$ cat src/rtl/core/pcg_pkg.sv
// Shared constants, types and CRC helper for the page CRC guard.
package pcg_pkg;
    localparam int unsigned PageCountDefault = 4096;
    localparam int unsigned QuarDepthDefault = 16;
    localparam logic [31:0] CrcPoly = 32'hEDB88320;
    localparam logic [31:0] CrcInit = 32'hFFFFFFFF;

    typedef enum logic [1:0] {
        OP_PROTECT   = 2'd0,
        OP_VERIFY    = 2'd1,
        OP_UNPROTECT = 2'd2,
        OP_CHECK     = 2'd3
    } t_op;

    typedef enum logic [1:0] {
        ST_OK    = 2'd0,
        ST_FAULT = 2'd1,
        ST_RANGE = 2'd2,
        ST_QUAR  = 2'd3
    } t_status;

    typedef struct packed {
        logic [1:0]  operation;
        logic [19:0] page_number;
        logic [7:0]  data_byte;
        logic        last_byte;
    } t_in_word;

    typedef struct packed {
        logic [1:0]  status;
        logic [31:0] crc_value;
        logic        is_quarantined;
        logic        quarantine_added;
        logic [31:0] protected_count;
        logic [31:0] fault_count;
        logic [4:0]  quarantine_used;
    } t_out_word;

    // Page-end command handed from front to back.
    typedef struct packed {
        logic [1:0]  op;
        logic [19:0] page;
        logic [31:0] crc;
    } t_cmd;

    function automatic logic [31:0] crc_byte(input logic [31:0] crc, input logic [7:0] b);
        logic [31:0] c;
        c = crc ^ {24'd0, b};
        for (int k = 0; k < 8; k++) begin
            c = c[0] ? ((c >> 1) ^ CrcPoly) : (c >> 1);
        end
        return c;
    endfunction
endpackage

$ cat src/rtl/core/pcg_queue.sv
// Two-entry command queue between front and back.
module pcg_queue (
    input  logic          i_clk,
    input  logic          i_rst_n,
    input  logic          i_valid,
    input  pcg_pkg::t_cmd i_cmd,
    output logic          o_ready,
    output logic          o_valid,
    output pcg_pkg::t_cmd o_cmd,
    input  logic          i_ready
);
    import pcg_pkg::*;
    t_cmd       r_mem [2];
    logic       r_wp;
    logic       r_rp;
    logic [1:0] r_cnt;
    logic       push;
    logic       pop;

    assign o_ready = (r_cnt != 2'd2);
    assign o_valid = (r_cnt != 2'd0);
    assign o_cmd   = r_mem[r_rp];
    assign push    = i_valid && o_ready;
    assign pop     = o_valid && i_ready;

    always_ff @(posedge i_clk) begin
        if (push) begin
            r_mem[r_wp] <= i_cmd;
        end
    end

    always_ff @(posedge i_clk) begin
        if (!i_rst_n) begin
            r_wp  <= 1'b0;
            r_rp  <= 1'b0;
            r_cnt <= 2'd0;
        end else begin
            if (push) r_wp <= ~r_wp;
            if (pop)  r_rp <= ~r_rp;
            r_cnt <= r_cnt + {1'b0, push} - {1'b0, pop};
        end
    end
endmodule

$ cat config.mk
export PLATFORM = sky130hd
export DESIGN_NAME = pcg_queue
export DESIGN_NICKNAME = d
export VERILOG_FILES = /design/src/rtl/core/pcg_pkg.sv /design/src/rtl/core/pcg_queue.sv
export SDC_FILE = /design/constraint.sdc
export NUM_CORES = 1
export LEC_CHECK = 0
export BUFFER_PORTS_ARGS = -buffer_cell sky130_fd_sc_hd__buf_2
export CAP_MARGIN = 5
export CORE_MARGIN = 1.5
export CORE_UTILIZATION = 47
export CTS_CLUSTER_DIAMETER = 40
export DETAILED_ROUTE_END_ITERATION = 8
export PLACE_DENSITY_LB_ADDON = 0.3
export SLEW_MARGIN = 20
export SYNTH_ARGS = -nofsm -noshare
export SYNTH_HDL_FRONTEND = slang
export SYNTH_SLANG_ARGS = --single-unit
$ cat constraint.sdc
create_clock -name i_clk -period 3.4 [get_ports i_clk]
set_input_delay 0.85 -clock i_clk [delete_from_list [all_inputs] [get_ports i_clk]]
set_output_delay 0.85 -clock i_clk [all_outputs]
set_load 0.05 [all_outputs]
==> impl_metrics.csv <==
group,metric,value,unit
global_route,grt_use_total,14.6,%
route,vias,2127,
cells_and_area,stdcell_count,447,
cells_and_area,n_antenna_cell,0,
yosys,ys_seq_area_share,76.3,%
place,dp_hpwl,4430,microns
cts,numCtsBuffers,17,
power_and_ir_drop,power_density,893,mW/mm^2
setup_path,crit_type,"reg -> out",
cts,cts_hold_buf,0,
yosys,yosysWarnings,0,
yosys,synth.area.top_cells,"edfxtp_1, mux2_4, buf_12, dfxtp_1, mux2_2",
route,drcViolationCount,0,
setup_path,crit_path_end_kind,"output pin",
yosys,yosysMostFrequentCell,"edfxtp_1",
run_status,outcome,"finished, final reports clean",
yosys,ys_ff_latch,113,
place,dp.cells,415,
cts,root_buffer,"clkbuf_8",
setup_path,rr_worst_depth,4,
global_route,antenna_found_initial,0,
setup_path,path_max_fanout,21,
yosys,synth_ff_type,"edfxtp_1",
place,place.gp.congestion,0.670,
setup_path,r2r-end,"r_mem[0][38]$_DFFE_PP_",
timing,finalClockSkew,0.00647,ns
cts,cts_setup_buffers,0,
yosys,synth_common_cells,"edfxtp_1, mux2_4, buf_12, dfxtp_1, mux2_2",
yosys,synth_top_area_share,74.0,%
power_and_ir_drop,leakage,2.22,nW
power_and_ir_drop,irDropWorstVdd,559,uV
worst_hold_path,holdCritStartpoint,"r_wp$_SDFFE_PN0N_",
yosys,synth_area,0.00438,sq mm
floorplan,initial_utilization,47.9,%
cts,clock_latency,0.49,ns
cts,cts_htree_levels,4,
timing,maxSlewViolCount,0,
power_and_ir_drop,power,4.99,mW
yosys,avgSynthCellArea,22.8,sq um
route,finalWirelength,6800,microns
floorplan,row_count,35,
floorplan,die_h,99.6,microns
route,dr.pass1.iters,4,
cts,cts_resized,0,
cells_and_area,final_nets,383,
cts,cts_tree,"yes",
timing,timing.fmax,354,MHz
cells_and_area,drive_gt1_share,60.4,%
timing,rsz0062_at_grt,"false",
yosys,async_reset_ff_share,0,%
yosys,synth_edf_count,108,
global_route,grt_pass1_wl,10400,microns
route,wire_per_inst,15.2,microns
setup_path,arrival,1.98,ns
floorplan,core,0.00915,sq mm
timing,slew_headroom,54.6,%
cells_and_area,syn_to_final_growth,27.4,%
worst_hold_path,min_path_cells,2,
setup_path,worstPathRequired,2.55,ns
timing,fin_crit_sh,83.2,%
floorplan,die_w,99.6,microns
yosys,syn_inst,192,
route,drtIter0Drc,51,
job,drv_cap,0,
setup_path,r2r-start,"r_cnt[0]$_SDFF_PN0_",
yosys,ys_types,18,
floorplan,ios,114,
worst_hold_path,min_path_type,"reg -> reg",
timing,post-route-min-period,2.83,ns
cts,ctsLongestPathBuffers,2,
yosys,syn_nets,252,
timing,tightest_slew,0.679,ns
worst_hold_path,hold_end,"r_wp$_SDFFE_PN0N_",
yosys,synth_largest_area_cell,"edfxtp_1",
place,port_buffers,113,
timing,setup_tns,0,ns
route,ant_nets,0,
global_route,grt.overflow.total,0,
floorplan,dieArea,0.00992,sq mm
global_route,grt_pass1_vias,2153,
route,via_per_inst,4.76,
cts,cts.reportedPaths.clkPinSlew,0.05,ns
timing,final_hold_viol_count,0,
cts,clock-sinks,113,
timing,setup_violations,0,
global_route,grt_max_degree,29,
setup_path,r2r_slack,1.58,ns
setup_path,worst_setup_path_start_kind,"flop",
==> kinds of logic (layout without fill, tap and decap cells) <==
family / Yosys count / after routing / share of synthesized area (%)
compound gates: 1 / 1 / 0.171
xor+xnor: 3 / 3 / 0.599
fa+ha+maj: 2 / 2 / 0.571
buf+inv: 7 / 151 / 2.63
flops: 113 / 113 / 76.3
mux: 55 / 55 / 18.4
simple gates: 11 / 11 / 1.40
==> layer usage <==
metal	global-route usage, %	share of wire [%]
met5	0	0
met4	9.10	2.0
met1	17.2	43
met2	22.9	50
met3	5.20	4.9
==> flip-flops by register name, indices dropped and copies added (netlist names), named ones only <==
| register | flops |
|---|---|
| r_wp | 1 |
| r_mem | 108 |
| r_cnt | 2 |
| r_rp | 1 |
==> through the flow <==
stage	instance area, sq um	setup slack (ns)	hold WS [ns]	util, %
floorplan	4390	0.536	0.466	-
global placement	5060	1.07	0.501	55.3
detailed placement	5060	1.06	0.509	55.3
CTS	5580	0.516	0.511	61.0
global route	5580	0.463	0.503	61.0
finish	5580	0.572	0.515	61.0
==> worst max path at each step <==
stage,cells after the start,slack [ns],start,endpoint
after global placement,3,1.07,flop,o_cmd[46]
after global routing,3,0.46,flop,o_cmd[48]
final,3,0.57,flop,o_cmd[46]
after detailed placement,3,1.06,flop,o_cmd[46]
after floorplan,3,0.54,r_cnt[0]$_SDFF_PN0_,r_mem[0][0]$_DFFE_PP_
after CTS,3,0.52,flop,o_cmd[46]
==> area by class of cell <==
class                      count  area [sq um]
tap                          111           139
inverter                       1          3.75
clock buffer                  20           425
fill                         686          3570
multi-input combinational     72           935
clock inverter                12          93.8
sequential                   113          3350
timing repair buffer         118           641
==> placed cells by master, fill, tap and decap left out, drive strengths merged <==
| master | instances |
|---|---|
| clkbuf | 20 |
| mux2 | 54 |
| clkinv | 8 |
| nand2 | 2 |
| or2 | 1 |
| ha | 2 |
| o21a | 1 |
| nor2b | 2 |
| mux2i | 1 |
| buf | 118 |
| inv | 1 |
| nor2 | 1 |
| and3 | 1 |
| edfxtp | 108 |
| bufinv | 1 |
| xnor2 | 3 |
| nand2b | 2 |
| dfxtp | 5 |
| clkinvlp | 3 |
| and2 | 2 |
==> power breakdown <==
| part | switching, mW | total, mW | internal (mW) | leakage, nW |
|---|---|---|---|---|
| Clock | 0.563 | 1.52 | 0.953 | 0.249 |
| Sequential | 0.0945 | 1.85 | 1.75 | 1.05 |
| Combinational | 1.07 | 1.62 | 0.553 | 0.918 |
| Total | 1.73 | 4.99 | 3.26 | 2.22 |
==> worst max-delay path: stages (launching register included) <==
cell and delay (ns):
dfxtp_4 0.59, buf_4 0.35, mux2_4 0.33, buf_2 0.21
(Power assumes the default switching activity.)
