[config.mk]
export PLATFORM = sky130hd
export DESIGN_NAME = pcg_front_flat
export DESIGN_NICKNAME = d
export VERILOG_FILES = /design/src/rtl/core/pcg_pkg.sv /design/src/rtl/core/pcg_if.sv /design/src/rtl/core/pcg_front.sv /design/src/flat_wrapper.sv
export SDC_FILE = /design/constraint.sdc
export NUM_CORES = 1
export LEC_CHECK = 0
export BUFFER_PORTS_ARGS = -buffer_cell sky130_fd_sc_hd__buf_2
export CORE_MARGIN = 1
export CORE_UTILIZATION = 48
export CTS_CLUSTER_SIZE = 20
export DETAILED_ROUTE_END_ITERATION = 7
export PLACE_DENSITY = 0.88
export SYNTH_ARGS = -nofsm -noshare
export SYNTH_HDL_FRONTEND = slang
export SYNTH_SLANG_ARGS = --single-unit
[constraint.sdc]
create_clock -name i_clk -period 2.2 [get_ports i_clk]
set_input_delay 0.44 -clock i_clk [delete_from_list [all_inputs] [get_ports i_clk]]
set_output_delay 0.44 -clock i_clk [all_outputs]
set_load 0.01 [all_outputs]
[src/rtl/core/pcg_pkg.sv]
// Shared constants, types and CRC helper for the page CRC guard.
package pcg_pkg;
    localparam int unsigned PageCountDefault = 4096;
    localparam int unsigned QuarDepthDefault = 16;
    localparam logic [31:0] CrcPoly = 32'hEDB88320;
    localparam logic [31:0] CrcInit = 32'hFFFFFFFF;

    typedef enum logic [1:0] {
        OP_PROTECT   = 2'd0,
        OP_VERIFY    = 2'd1,
        OP_UNPROTECT = 2'd2,
        OP_CHECK     = 2'd3
    } t_op;

    typedef enum logic [1:0] {
        ST_OK    = 2'd0,
        ST_FAULT = 2'd1,
        ST_RANGE = 2'd2,
        ST_QUAR  = 2'd3
    } t_status;

    typedef struct packed {
        logic [1:0]  operation;
        logic [19:0] page_number;
        logic [7:0]  data_byte;
        logic        last_byte;
    } t_in_word;

    typedef struct packed {
        logic [1:0]  status;
        logic [31:0] crc_value;
        logic        is_quarantined;
        logic        quarantine_added;
        logic [31:0] protected_count;
        logic [31:0] fault_count;
        logic [4:0]  quarantine_used;
    } t_out_word;

    // Page-end command handed from front to back.
    typedef struct packed {
        logic [1:0]  op;
        logic [19:0] page;
        logic [31:0] crc;
    } t_cmd;

    function automatic logic [31:0] crc_byte(input logic [31:0] crc, input logic [7:0] b);
        logic [31:0] c;
        c = crc ^ {24'd0, b};
        for (int k = 0; k < 8; k++) begin
            c = c[0] ? ((c >> 1) ^ CrcPoly) : (c >> 1);
        end
        return c;
    endfunction
endpackage

[src/rtl/core/pcg_if.sv]
// Valid/ready stream interface for input and result words.
interface pcg_in_if;
    import pcg_pkg::*;
    logic     valid;
    logic     ready;
    t_in_word payload;
    modport source (output valid, output payload, input ready);
    modport sink (input valid, input payload, output ready);
endinterface


[src/rtl/core/pcg_front.sv]
// Front end: running CRC over streamed bytes, emits one command per page end or per unprotect/check word.
module pcg_front (
    input  logic           i_clk,
    input  logic           i_rst_n,
    pcg_in_if.sink         i_in,
    output logic           o_cmd_valid,
    output pcg_pkg::t_cmd  o_cmd,
    input  logic           i_cmd_ready
);
    import pcg_pkg::*;
    logic [31:0] r_crc;
    logic [31:0] n_crc;
    logic        take;
    logic        is_stream;

    assign i_in.ready = i_cmd_ready;
    assign take       = i_in.valid && i_cmd_ready;
    assign is_stream  = (i_in.payload.operation == OP_PROTECT) ||
                        (i_in.payload.operation == OP_VERIFY);
    assign n_crc      = crc_byte(r_crc, i_in.payload.data_byte);

    assign o_cmd_valid = i_in.valid && (!is_stream || i_in.payload.last_byte);
    assign o_cmd.op    = i_in.payload.operation;
    assign o_cmd.page  = i_in.payload.page_number;
    assign o_cmd.crc   = is_stream ? (n_crc ^ CrcInit) : 32'd0;

    always_ff @(posedge i_clk) begin
        if (!i_rst_n) begin
            r_crc <= CrcInit;
        end else if (take && is_stream) begin
            r_crc <= i_in.payload.last_byte ? CrcInit : n_crc;
        end
    end
endmodule

[src/flat_wrapper.sv]
// flat-port wrapper written by rule: the top's interface ports become plain ports
module pcg_front_flat import pcg_pkg::*;
  (i_clk, i_rst_n, o_cmd_valid, o_cmd, i_cmd_ready, i_in_valid, i_in_payload, i_in_ready);
  pcg_in_if i_in_i ();
  input  logic i_clk;
  input  logic i_rst_n;
  output logic o_cmd_valid;
  output pcg_pkg::t_cmd o_cmd;
  input  logic i_cmd_ready;
  input wire logic [$bits(i_in_i.valid)-1:0] i_in_valid;
  input wire logic [$bits(i_in_i.payload)-1:0] i_in_payload;
  output wire logic [$bits(i_in_i.ready)-1:0] i_in_ready;
  assign i_in_i.valid = i_in_valid;
  assign i_in_i.payload = i_in_payload;
  assign i_in_ready = i_in_i.ready;
  pcg_front u_core (.i_clk(i_clk), .i_rst_n(i_rst_n), .i_in(i_in_i), .o_cmd_valid(o_cmd_valid), .o_cmd(o_cmd), .i_cmd_ready(i_cmd_ready));
endmodule
==> flow_summary.toml <==
[timing]
postLayoutSetupSlackWorst_ns = -0.2911
tightest_slew_ns = 0.5941
fin_crit_ns = 2.491
finClkSkew_ns = 0.003841
slew_headroom = 0.6039
rsz0062_at_grt = "yes"
max_freq_mhz = 401.4
hold_viol = 0
setup_viol = 26
fin_crit_sh = 1.132
hold_slack_ns = 0.4863
drv_slew = 0

[clock_tree]
clock_latency_ns = 0.30
cts_made_buffers = 5
cts-root-buf = "clkbuf_8"
clock_sinks = 32
cts_tree = "built"
clk_pin_slew_ns = 0.07
cts_buffer_depth = 2
htree_levels = 2

[setup_path]
start_kind = "register"
r2r_end = "u_core.r_crc[18]"
path_class = "register to output port"
r2r_slack_ns = 0.21
r2r_start = "u_core.r_crc[4]"
end_kind = "output port"
worstPathMaxFanout = 3
r2r_cells = 9
cp.arrival_ns = 2.05
cp.required_ns = 1.76

[place]
routabilityCongestion = 0.8715
dp_hpwl_um = 3611
port_buffers = 48

[power]
p_total_mw = 2.830
p_leak_nw = 1.521
max-vdd-ir-drop_v = 0.0005176
pwr_density_cell_nw_per_um2 = 801.8

[grt]
gr-usage-all-layers = 0.3170
grt_max_degree = 22
overflow = 0
grt_pass1_wl_um = 10190
grt_pass1_vias = 1886
antenna_found_initial = 0

[yosys]
synth-simple-area-share = 0.09461
avgSynthCellArea_um2 = 9.455
synth_top_area_cell = "dfxtp_1"
synthAdderAreaFrac = 0
synth_compound_area_frac = 0.1228
synth_top_family_by_area = "XOR/XNOR gates"
synthMuxAreaShare = 0
syn-num-nets = 256
yosys_warnings = 0
synthCells = 221
synthTopCellsByArea = "dfxtp_1, xnor2_1, buf_4"
seq_area_frac_synth = 0.3066
synthXorXnorAreaFrac = 0.3689
synth_seq_cells = 32
yosys.area.top_type_share = 0.3066
ys_types = 19
syn_area_um2 = 2090

[hold_path]
min_to = "u_core.r_crc[3]"
holdPathStages = 2
hp-class = "input pin to register"
hold_path_startpoint = "i_rst_n"

[final_layout]
final_nets = 340
largest_register_ffs = 32
mostFrequentLayoutCells = "buf_2, buf_4, nor2_1, xnor2_4, dfxtp_1"
antenna_cells = 0
top_regs = "u_core.r_crc: 32 flops"
fin_util = 0.8637
syn_to_final_growth_pct = 68.92
drive_gt1_frac = 0.6209
final_common_cell = "buf_2"
largest-register = "u_core.r_crc"
n_fill_cell = 174

[detailed_routing]
drtIter0Drc = 158
via_per_inst = 5.949
drc = 0
wire_per_inst_um = 25.41
vias = 2118
first_pass_iters = 5
postRouteAntennaNets = 0
drt_wl_total_um = 9046

[floorplan]
core_area_um2 = 4086
io_pins = 91
fp.dieH_um = 67.98
dieArea_um2 = 4621
initial_utilization = 0.5113
row_count = 23
die_x_um = 67.98

[run_status]
status = "complete, but fails checks"
violations = "negative setup slack"

[run]
cap_violations = 0
layer usage:
layer | vias up | global-route usage | routed length [µm]
met5 | - | 0 | 0
met4 | 0 | 0.2292 | 539
met3 | 55 | 0.1000 | 853
met2 | 169 | 0.5147 | 4342
met1 | 1031 | 0.3457 | 3310
li1 | 863 | - | -
worst max-delay path by stage:
stage / startpoint / cells past startpoint / endpoint / slack [ns]
after CTS: u_core.r_crc[6] / 8 / o_cmd[26] / -0.11
after global placement: i_in_payload[7] / 8 / o_cmd[23] / -0.10
after global routing: u_core.r_crc[4] / 8 / o_cmd[21] / -0.35
after detailed placement: i_in_payload[7] / 8 / o_cmd[20] / -0.11
final: u_core.r_crc[4] / 8 / o_cmd[21] / -0.29
after floorplan: i_in_payload[2] / 5 / o_cmd[5] / 0.22
per-stage QoR:
step / cells / setup TNS (ns) / setup WS, ns / instance area [µm²]
after CTS: 340 / -0.9088 / -0.1086 / 2988
after global placement: 312 / -0.3601 / -0.1023 / 2371
after global routing: 356 / -5.658 / -0.3534 / 3530
after floorplan: 221 / 0 / 0.2172 / 2090
after detailed placement: 312 / -0.5730 / -0.1104 / 2371
final: 356 / -4.267 / -0.2911 / 3530
cells by family after synthesis:
kind of cell	count (synthesis)
XOR/XNOR	70
buffers and inverters	34
AND/OR/NAND/NOR	51
AO/OA/AOI/OAI	34
flip-flops	32
power by group:
part	internal [mW]	total, mW	switching (mW)
clock network	0.250	0.491	0.242
registers	0.598	0.626	0.0284
logic	0.900	1.71	0.812
total	1.75	2.83	1.08
area by class of cell:
type	count	area [µm²]	share of cell area
Tap cell	50	62.56	0.01772
Clock inverter	2	10.01	0.002836
Clock buffer	6	82.58	0.02340
Timing Repair Buffer	111	858.3	0.2432
Sequential cell	32	660.6	0.1872
Multi-Input combinational cell	155	1856	0.5257
Yosys cell counts:
cell type / n
nand2_1: 16
dlygate4sd1_1: 2
xor2_1: 10
or3_1: 1
buf_4: 23
nand3b_1: 1
xor2_4: 2
clkbuf_1: 9
o21a_1: 1
xnor2_1: 45
o21ai_1: 1
xnor2_2: 8
o22a_1: 16
dfxtp_1: 32
o22ai_1: 15
nor2_1: 33
xnor2_4: 2
o22a_2: 1
xor2_2: 3
repair_timing:
action                                  4_1_cts  5_1_grt
pin swaps                                    28       24
hold buffers                                  0        0
endpoints found under the setup margin       25       27
endpoints found under the hold margin         0        0
cloned                                        0        0
buffers inserted                             20       18
gates resized for setup                      45       55
critical path, cell delays in order, from the launching register on:
cell and delay [ns]:
dfxtp_2 0.35, xnor2_4 0.24, buf_4 0.16, xor2_2 0.21, buf_4 0.18, xnor2_4 0.14
xor2_1 0.26, nor2_1 0.06, buf_2 0.14
Note: power is estimated with default switching activity, not from simulation.
